[src/rtl/sppq_pkg.sv]
// ---------------------------------------------------------------------------
// sppq_pkg
// Shared types and constants for the slot priority queue: table geometry,
// entry layout, result codes, controller states and the control bundles
// that pass between the controller and its helper units.
// ---------------------------------------------------------------------------
package sppq_pkg;

  // Table geometry.
  localparam int DEPTH   = 8;
  localparam int SLOT_W  = (DEPTH > 1) ? $clog2(DEPTH) : 1;
  localparam int CNT_W   = $clog2(DEPTH + 1);
  localparam int ITEM_W  = 8;
  localparam int PRIO_W  = 16;
  localparam int STAMP_W = 32;

  // Byte returned by a remove on an empty table ('!').
  localparam logic [ITEM_W-1:0] BANG_BYTE = 8'd33;

  typedef logic [SLOT_W-1:0] slot_t;
  typedef logic [CNT_W-1:0]  count_t;

  // One stored entry of the slot table.
  typedef struct packed {
    logic [ITEM_W-1:0]         item;
    logic signed [PRIO_W-1:0]  prio;
    logic [STAMP_W-1:0]        stamp;
  } entry_t;

  // Result codes.
  typedef enum logic [1:0] {
    ST_INSERTED = 2'd0,
    ST_REMOVED  = 2'd1,
    ST_FULL     = 2'd2,
    ST_EMPTY    = 2'd3
  } status_t;

  // Controller states, one-hot.
  typedef enum logic [3:0] {
    S_IDLE  = 4'b0001,
    S_SCAN  = 4'b0010,
    S_DRAIN = 4'b0100,
    S_DONE  = 4'b1000
  } state_t;

  // Commands to the free slot stack.
  typedef struct packed {
    logic  pop;
    logic  push;
    slot_t push_slot;
  } stack_cmd_t;

  // Status of the free slot stack.
  typedef struct packed {
    slot_t  top_slot;
    logic   empty;
    count_t count;
  } stack_stat_t;

  // One read result handed to the scan unit.
  typedef struct packed {
    logic   start;
    logic   pend;
    logic   occupied;
    slot_t  slot;
  } scan_ctl_t;

  // Running winner of a remove scan.
  typedef struct packed {
    logic              found;
    slot_t             best_slot;
    logic [ITEM_W-1:0] best_item;
  } scan_res_t;

endpackage

[src/rtl/sppq_slot_ram.sv]
// ---------------------------------------------------------------------------
// sppq_slot_ram
// Slot table storage: one write port and one read port, with the read
// data registered.
// ---------------------------------------------------------------------------
module sppq_slot_ram (
  input  logic            clk,
  input  logic            we,
  input  sppq_pkg::slot_t waddr,
  input  sppq_pkg::entry_t wdata,
  input  logic            re,
  input  sppq_pkg::slot_t raddr,
  output sppq_pkg::entry_t rdata
);
  import sppq_pkg::*;

  entry_t mem [DEPTH];

  // Write port.
  always_ff @(posedge clk) begin
    if (we) begin
      mem[waddr] <= wdata;
    end
  end

  // Registered read port.
  always_ff @(posedge clk) begin
    if (re) begin
      rdata <= mem[raddr];
    end
  end

endmodule

[src/rtl/sppq_free_stack.sv]
// ---------------------------------------------------------------------------
// sppq_free_stack
// Stack of free slot numbers. After reset it holds every slot, with
// slot 0 on top. An insert pops the top slot and a remove pushes the
// freed slot back.
// ---------------------------------------------------------------------------
module sppq_free_stack (
  input  logic                  clk,
  input  logic                  rst,
  input  sppq_pkg::stack_cmd_t  cmd,
  output sppq_pkg::stack_stat_t stat
);
  import sppq_pkg::*;

  slot_t  stack [DEPTH];
  count_t count;
  count_t count_m1;

  assign count_m1 = count - count_t'(1);

  // The top entry sits just below the fill count.
  assign stat.top_slot = stack[count_m1[SLOT_W-1:0]];
  assign stat.empty    = (count == '0);
  assign stat.count    = count;

  // Stack contents; reset loads the slot numbers in descending order.
  always_ff @(posedge clk) begin
    if (rst) begin
      for (int k = 0; k < DEPTH; k++) begin
        stack[k] <= slot_t'(DEPTH - 1 - k);
      end
    end else if (cmd.push) begin
      stack[count[SLOT_W-1:0]] <= cmd.push_slot;
    end
  end

  // Fill count.
  always_ff @(posedge clk) begin
    if (rst) begin
      count <= count_t'(DEPTH);
    end else if (cmd.pop) begin
      count <= count_m1;
    end else if (cmd.push) begin
      count <= count + count_t'(1);
    end
  end

endmodule

[src/rtl/sppq_scan.sv]
// ---------------------------------------------------------------------------
// sppq_scan
// Running minimum of a remove scan. Each read entry of an occupied slot
// is compared with the current winner: lower priority wins, and on equal
// priority the lower arrival stamp wins. Equal keys keep the earlier slot.
// ---------------------------------------------------------------------------
module sppq_scan (
  input  logic                clk,
  input  logic                rst,
  input  sppq_pkg::scan_ctl_t ctl,
  input  sppq_pkg::entry_t    rd_entry,
  output sppq_pkg::scan_res_t res
);
  import sppq_pkg::*;

  logic                      found;
  slot_t                     best_slot;
  logic [ITEM_W-1:0]         best_item;
  logic signed [PRIO_W-1:0]  best_prio;
  logic [STAMP_W-1:0]        best_stamp;
  logic                      better;
  logic                      take;

  // Key comparison: signed priority first, then unsigned stamp.
  always_comb begin
    better = ($signed(rd_entry.prio) < best_prio) ||
             (($signed(rd_entry.prio) == best_prio) && (rd_entry.stamp < best_stamp));
    take   = ctl.pend && ctl.occupied && (!found || better);
  end

  // Winner flag.
  always_ff @(posedge clk) begin
    if (rst || ctl.start) begin
      found <= 1'b0;
    end else if (take) begin
      found <= 1'b1;
    end
  end

  // Winner payload.
  always_ff @(posedge clk) begin
    if (take) begin
      best_slot  <= ctl.slot;
      best_item  <= rd_entry.item;
      best_prio  <= rd_entry.prio;
      best_stamp <= rd_entry.stamp;
    end
  end

  assign res.found     = found;
  assign res.best_slot = best_slot;
  assign res.best_item = best_item;

endmodule

[src/rtl/slot_priority_queue_fifo_ties_unit.sv]
// ---------------------------------------------------------------------------
// slot_priority_queue_fifo_ties_unit
// Priority queue over a table of slots with first-in order among equal
// priorities.
// ---------------------------------------------------------------------------
// An insert (kind 0) or a refused transaction of either kind writes its
// result to the output register as it is accepted. A remove (kind 1) on
// a non-empty table scans the table: the slot table has a single read
// port, so the scan reads one slot per cycle, the drain state compares
// the last entry, and the winner retires once the output register is free.
// One transaction is in progress at a time; the next one is accepted as soon
// as the controller is idle and the output register can take a result.
// Smaller priority values leave first; among equal priorities the entry
// stamped first leaves first (stamps are 32 bits and wrap).
// ---------------------------------------------------------------------------
module slot_priority_queue_fifo_ties_unit (
  input  logic                            clk,
  input  logic                            rst,
  input  logic                            in_valid,
  output logic                            in_stall,
  input  logic                            kind,
  input  logic [sppq_pkg::ITEM_W-1:0]     item_in,
  input  logic signed [sppq_pkg::PRIO_W-1:0] priority_in,
  output logic                            out_valid,
  input  logic                            out_stall,
  output logic [sppq_pkg::ITEM_W-1:0]     item_out,
  output logic [1:0]                      status
);
  import sppq_pkg::*;

  state_t             state;
  state_t             state_next;
  logic [DEPTH-1:0]   slot_valid;
  logic [STAMP_W-1:0] next_stamp;
  slot_t              rd_idx;
  logic               rd_pend;
  slot_t              rd_slot;
  logic               out_free;
  logic               in_accept;
  logic               do_insert;
  logic               do_refuse_full;
  logic               do_refuse_empty;
  logic               do_start;
  logic               do_retire;
  logic               rd_en;
  entry_t             wr_entry;
  entry_t             rd_entry;
  stack_cmd_t         stk_cmd;
  stack_stat_t        stk_stat;
  scan_ctl_t          scan_ctl;
  scan_res_t          scan_res;

  // Handshake.
  assign out_free  = !out_valid || !out_stall;
  assign in_stall  = (state != S_IDLE) || !out_free;
  assign in_accept = in_valid && !in_stall;

  // Decode of the accepted transaction.
  always_comb begin
    do_insert       = in_accept && !kind && !stk_stat.empty;
    do_refuse_full  = in_accept && !kind && stk_stat.empty;
    do_refuse_empty = in_accept && kind && (slot_valid == '0);
    do_start        = in_accept && kind && (slot_valid != '0);
    do_retire       = (state == S_DONE) && out_free;
    rd_en           = (state == S_SCAN);
  end

  // Controller.
  always_comb begin
    state_next = state;
    unique case (state)
      S_IDLE: begin
        if (do_start) begin
          state_next = S_SCAN;
        end
      end
      S_SCAN: begin
        if (rd_idx == slot_t'(DEPTH - 1)) begin
          state_next = S_DRAIN;
        end
      end
      S_DRAIN: begin
        state_next = S_DONE;
      end
      S_DONE: begin
        if (do_retire) begin
          state_next = S_IDLE;
        end
      end
      default: begin
        state_next = S_IDLE;
      end
    endcase
  end

  always_ff @(posedge clk) begin
    if (rst) begin
      state <= S_IDLE;
    end else begin
      state <= state_next;
    end
  end

  // Scan read address and the pipeline tag of the data in flight.
  always_ff @(posedge clk) begin
    if (rst) begin
      rd_idx  <= '0;
      rd_pend <= 1'b0;
    end else begin
      rd_pend <= rd_en;
      if (do_start) begin
        rd_idx <= '0;
      end else if (rd_en) begin
        rd_idx <= rd_idx + slot_t'(1);
      end
    end
  end

  always_ff @(posedge clk) begin
    rd_slot <= rd_idx;
  end

  // Occupancy bits and the arrival stamp counter.
  always_ff @(posedge clk) begin
    if (rst) begin
      slot_valid <= '0;
      next_stamp <= '0;
    end else begin
      if (do_insert) begin
        slot_valid[stk_stat.top_slot] <= 1'b1;
        next_stamp                    <= next_stamp + STAMP_W'(1);
      end
      if (do_retire) begin
        slot_valid[scan_res.best_slot] <= 1'b0;
      end
    end
  end

  // New entry for an insert.
  always_comb begin
    wr_entry.item  = item_in;
    wr_entry.prio  = priority_in;
    wr_entry.stamp = next_stamp + STAMP_W'(1);
  end

  // Free stack commands.
  always_comb begin
    stk_cmd.pop       = do_insert;
    stk_cmd.push      = do_retire;
    stk_cmd.push_slot = scan_res.best_slot;
  end

  // Scan unit controls.
  always_comb begin
    scan_ctl.start    = do_start;
    scan_ctl.pend     = rd_pend;
    scan_ctl.occupied = slot_valid[rd_slot];
    scan_ctl.slot     = rd_slot;
  end

  sppq_slot_ram u_ram (
    .clk   (clk),
    .we    (do_insert),
    .waddr (stk_stat.top_slot),
    .wdata (wr_entry),
    .re    (rd_en),
    .raddr (rd_idx),
    .rdata (rd_entry)
  );

  sppq_free_stack u_stack (
    .clk  (clk),
    .rst  (rst),
    .cmd  (stk_cmd),
    .stat (stk_stat)
  );

  sppq_scan u_scan (
    .clk      (clk),
    .rst      (rst),
    .ctl      (scan_ctl),
    .rd_entry (rd_entry),
    .res      (scan_res)
  );

  // Output register.
  always_ff @(posedge clk) begin
    if (rst) begin
      out_valid <= 1'b0;
    end else if (do_insert || do_refuse_full || do_refuse_empty || do_retire) begin
      out_valid <= 1'b1;
    end else if (!out_stall) begin
      out_valid <= 1'b0;
    end
  end

  always_ff @(posedge clk) begin
    if (do_insert) begin
      item_out <= '0;
      status   <= ST_INSERTED;
    end else if (do_refuse_full) begin
      item_out <= '0;
      status   <= ST_FULL;
    end else if (do_refuse_empty) begin
      item_out <= BANG_BYTE;
      status   <= ST_EMPTY;
    end else if (do_retire) begin
      item_out <= scan_res.best_item;
      status   <= ST_REMOVED;
    end
  end

`ifndef NO_ASSERTIONS
  // Every slot is either on the free stack or marked occupied.
  a_slot_balance: assert property (@(posedge clk) disable iff (rst)
    (int'(stk_stat.count) + $countones(slot_valid)) == DEPTH)
    else $error("free count and occupancy disagree");

  // A finished scan always names an occupied slot.
  a_scan_winner: assert property (@(posedge clk) disable iff (rst)
    (state == S_DONE) |-> (scan_res.found && slot_valid[scan_res.best_slot]))
    else $error("scan finished without an occupied winner");

  // A new result only follows an accepted transaction or a finished scan.
  a_result_source: assert property (@(posedge clk) disable iff (rst)
    $rose(out_valid) |-> $past(in_accept || (state == S_DONE)))
    else $error("result appeared without a source");
`endif

endmodule

[config.mk]
export PLATFORM = sky130hd
export DESIGN_NAME = slot_priority_queue_fifo_ties_unit
export DESIGN_NICKNAME = d
export VERILOG_FILES = /design/src/rtl/sppq_pkg.sv /design/src/rtl/sppq_slot_ram.sv /design/src/rtl/sppq_free_stack.sv /design/src/rtl/sppq_scan.sv /design/src/rtl/slot_priority_queue_fifo_ties_unit.sv
export SDC_FILE = /design/constraint.sdc
export NUM_CORES = 1
export LEC_CHECK = 0
export ABC_AREA = 1
export BUFFER_PORTS_ARGS = -buffer_cell sky130_fd_sc_hd__buf_2
export CELL_PAD_IN_SITES_DETAIL_PLACEMENT = 0
export CELL_PAD_IN_SITES_GLOBAL_PLACEMENT = 1
export CORE_MARGIN = 1.5
export CORE_UTILIZATION = 54
export DETAILED_ROUTE_END_ITERATION = 6
export PLACE_DENSITY = 0.85
export SLEW_MARGIN = 5
export SYNTH_ARGS = -nofsm -noshare
export SYNTH_HDL_FRONTEND = slang
export SYNTH_HIERARCHICAL = 1
export SYNTH_SLANG_ARGS = --single-unit
[constraint.sdc]
create_clock -name clk -period 14.5 [get_ports clk]
set_input_delay 4.35 -clock clk [delete_from_list [all_inputs] [get_ports clk]]
set_output_delay 4.35 -clock clk [all_outputs]
set_load 0.03 [all_outputs]
==> metrics.yaml <==
power_and_ir_drop:
  peakVddDrop_uv: 108.3
  total_power_mw: 4.237
  powerDensity_nw_per_um2: 131.4
  p_leak_nw: 14.32
cts:
  ctsLongestPathBuffers: 3
  worstSkewPairLatency_ns: 0.60
  cts_htree_levels: 3
  holdBufCountCts: 0
  cts_buffers: 69
  cts_root_buffer: "clkbuf_16"
  path_clk_slew_ns: 0.06
  ctsResizeCount: 0
  clock_sinks: 654
  cts_setup_buffers: 0
  cts_tree: "built"
grt:
  grt_max_degree: 113
  grt_overflow: 0
  antenna_found_initial: 0
  track_usage_pct: 23.28
  grt_pass1_vias: 19140
  grt_first_pass_wirelength_mm: 101.3
timing:
  period_needed_ns: 9.248
  min_period_over_period_pct: 63.78
  holdWs_ns: 0.4232
  fmax_mhz: 108.1
  rsz0062_at_grt: "no"
  skew_ns: 0.02457
  maxSlewViolCount: 0
  worst_slew_pin_slew_ns: 1.127
  finalSetupTns_ns: 0
  hold_viol: 0
  finalWorstSetupSlack_ns: 5.252
  slew_headroom_pct: 24.67
  setup_violations: 0
setup_path:
  cpMostUsedCell: "buf_2"
  cp_data_arrival_time_ns: 4.90
  ff2ff_path_depth: 8
  cpMaxStageDelayCell: "buf_2"
  crit_path_max_incr_delay_ns: 0.20
  path_buf_inv: 2
  crit_fanout: 4
  start_kind: "input pin"
  crit_required_ns: 10.15
  endpoint_kind: "output port"
  critPathTopFamily: "buffers and inverters"
  path_class: "input pin to output port"
  cp_num_cells: 4
  timing.critical_path.cells: "buf_2 > nand2_1 > nand3_2 > buf_2"
drt:
  wl_mm: 63.28
  first_iter_violations: 1351
  wire_per_inst_um: 16.49
  drt_pass1_iterations: 5
  top_layer_used: "met4"
  drc: 0
  num_vias: 19610
  met1_length_mm: 27.86
  wl_met2_mm: 30.67
  vias_per_cell: 5.112
  route.met3.wl_mm: 3.338
  ant_nets: 0
floorplan:
  die_h_um: 236.2
  num_rows: 85
  die_area_um2: 55780
  start_util_pct: 54.56
  die_w_um: 236.2
  fp.coreArea_um2: 53810
  io_pins: 41
place:
  dp_slack_ns: 5.254
  place_hpwl_mm: 35.10
  dp_cells: 3712
  finalWeightedCongestion: 0.8441
  portBuffers: 40
run_status:
  status: "completed"
min_path:
  holdPathStages: 0
  hp-class: "flip-flop to flip-flop"
final_layout:
  drive_above_1_share_pct: 5.892
  regArea_um2: 18980
  area_growth_pct: 9.866
  fillers: 4359
  instances_no_fill: 3837
  final_nets: 3168
  multiInputGateArea_um2: 7493
synthesis:
  syn_nets: 3139
  netlist_area_um2: 29360
  yosysWarnings: 6
  synth_area_per_cell_um2: 9.601
  syn_inst: 3058
flow_run:
  max_cap_violations: 0
==> state kept, by name, summed over array words and instances (netlist names) <==
register	flops
rd_slot	3
u_scan/best_prio	16
out_valid	1
rd_pend	1
u_stack/stack	24
slot_valid	8
u_ram/mem	448
u_scan/best_stamp	32
state	4
rd_idx	3
u_scan/found	1
u_scan/best_item	8
u_ram/rdata	56
u_scan/best_slot	3
status	2
item_out	8
u_stack/count	4
next_stamp	32
==> area by class of cell <==
| cell class | instances | share of cell area (%) |
|---|---|---|
| tap | 696 | 2.700 |
| inverter | 628 | 7.351 |
| clock buffer | 97 | 5.974 |
| sequential | 654 | 58.83 |
| antenna | 1 | 0.007758 |
| multi-input combinational | 1674 | 23.23 |
| timing repair buffer | 60 | 1.086 |
| clock inverter | 27 | 0.8185 |
==> layout by cell type, fill, tap and decap left out, drive strengths merged, types with 2 or more instances in the layout <==
cell      count
a31oi         3
nand4        11
nand3       282
xnor2         7
nand2      1054
bufinv        4
o21ai        30
xor2          5
a21oi        67
nand3b        2
dfxtp        67
nor2        143
clkbuf       97
buf          60
clkinvlp      3
edfxtp      587
ha           52
o21a          2
nor3         13
clkinv       21
inv         627
==> where the power goes <==
| group | total [mW] | internal [mW] | switching [mW] |
|---|---|---|---|
| sequential | 2.20 | 2.17 | 0.0344 |
| clock | 1.70 | 1.00 | 0.699 |
| combinational | 0.332 | 0.0804 | 0.252 |
==> worst paths after layout <==
kind	from	to	slack, ns
max	out_stall	in_stall	5.25
min reg2reg	u_ram/rdata[54]$_DFFE_PP_	u_scan/best_item[6]$_DFFE_PP_	0.42
max reg2reg	u_stack/count[0]$_SDFFE_PP0P_	u_ram/mem[3][25]$_DFFE_PP_	9.80
min	u_ram/rdata[54]$_DFFE_PP_	u_scan/best_item[6]$_DFFE_PP_	0.42
==> through the flow <==
step           area [µm²]  utilization [%]
4_1_cts             32250            59.93
6_report            32260            59.94
5_1_grt             32250            59.93
3_5_place_dp        30060            55.86
2_1_floorplan       29360                -
3_3_place_gp        30060            55.86
==> layer usage <==
| layer | GRT usage (%) | vias to the layer above |
|---|---|---|
| li1 | - | 9695 |
| met1 | 30.91 | 9346 |
| met2 | 39.89 | 471 |
| met3 | 3.183 | 102 |
| met4 | 7.226 | 0 |
| met5 | 0 | - |
(Power assumes the default switching activity.)
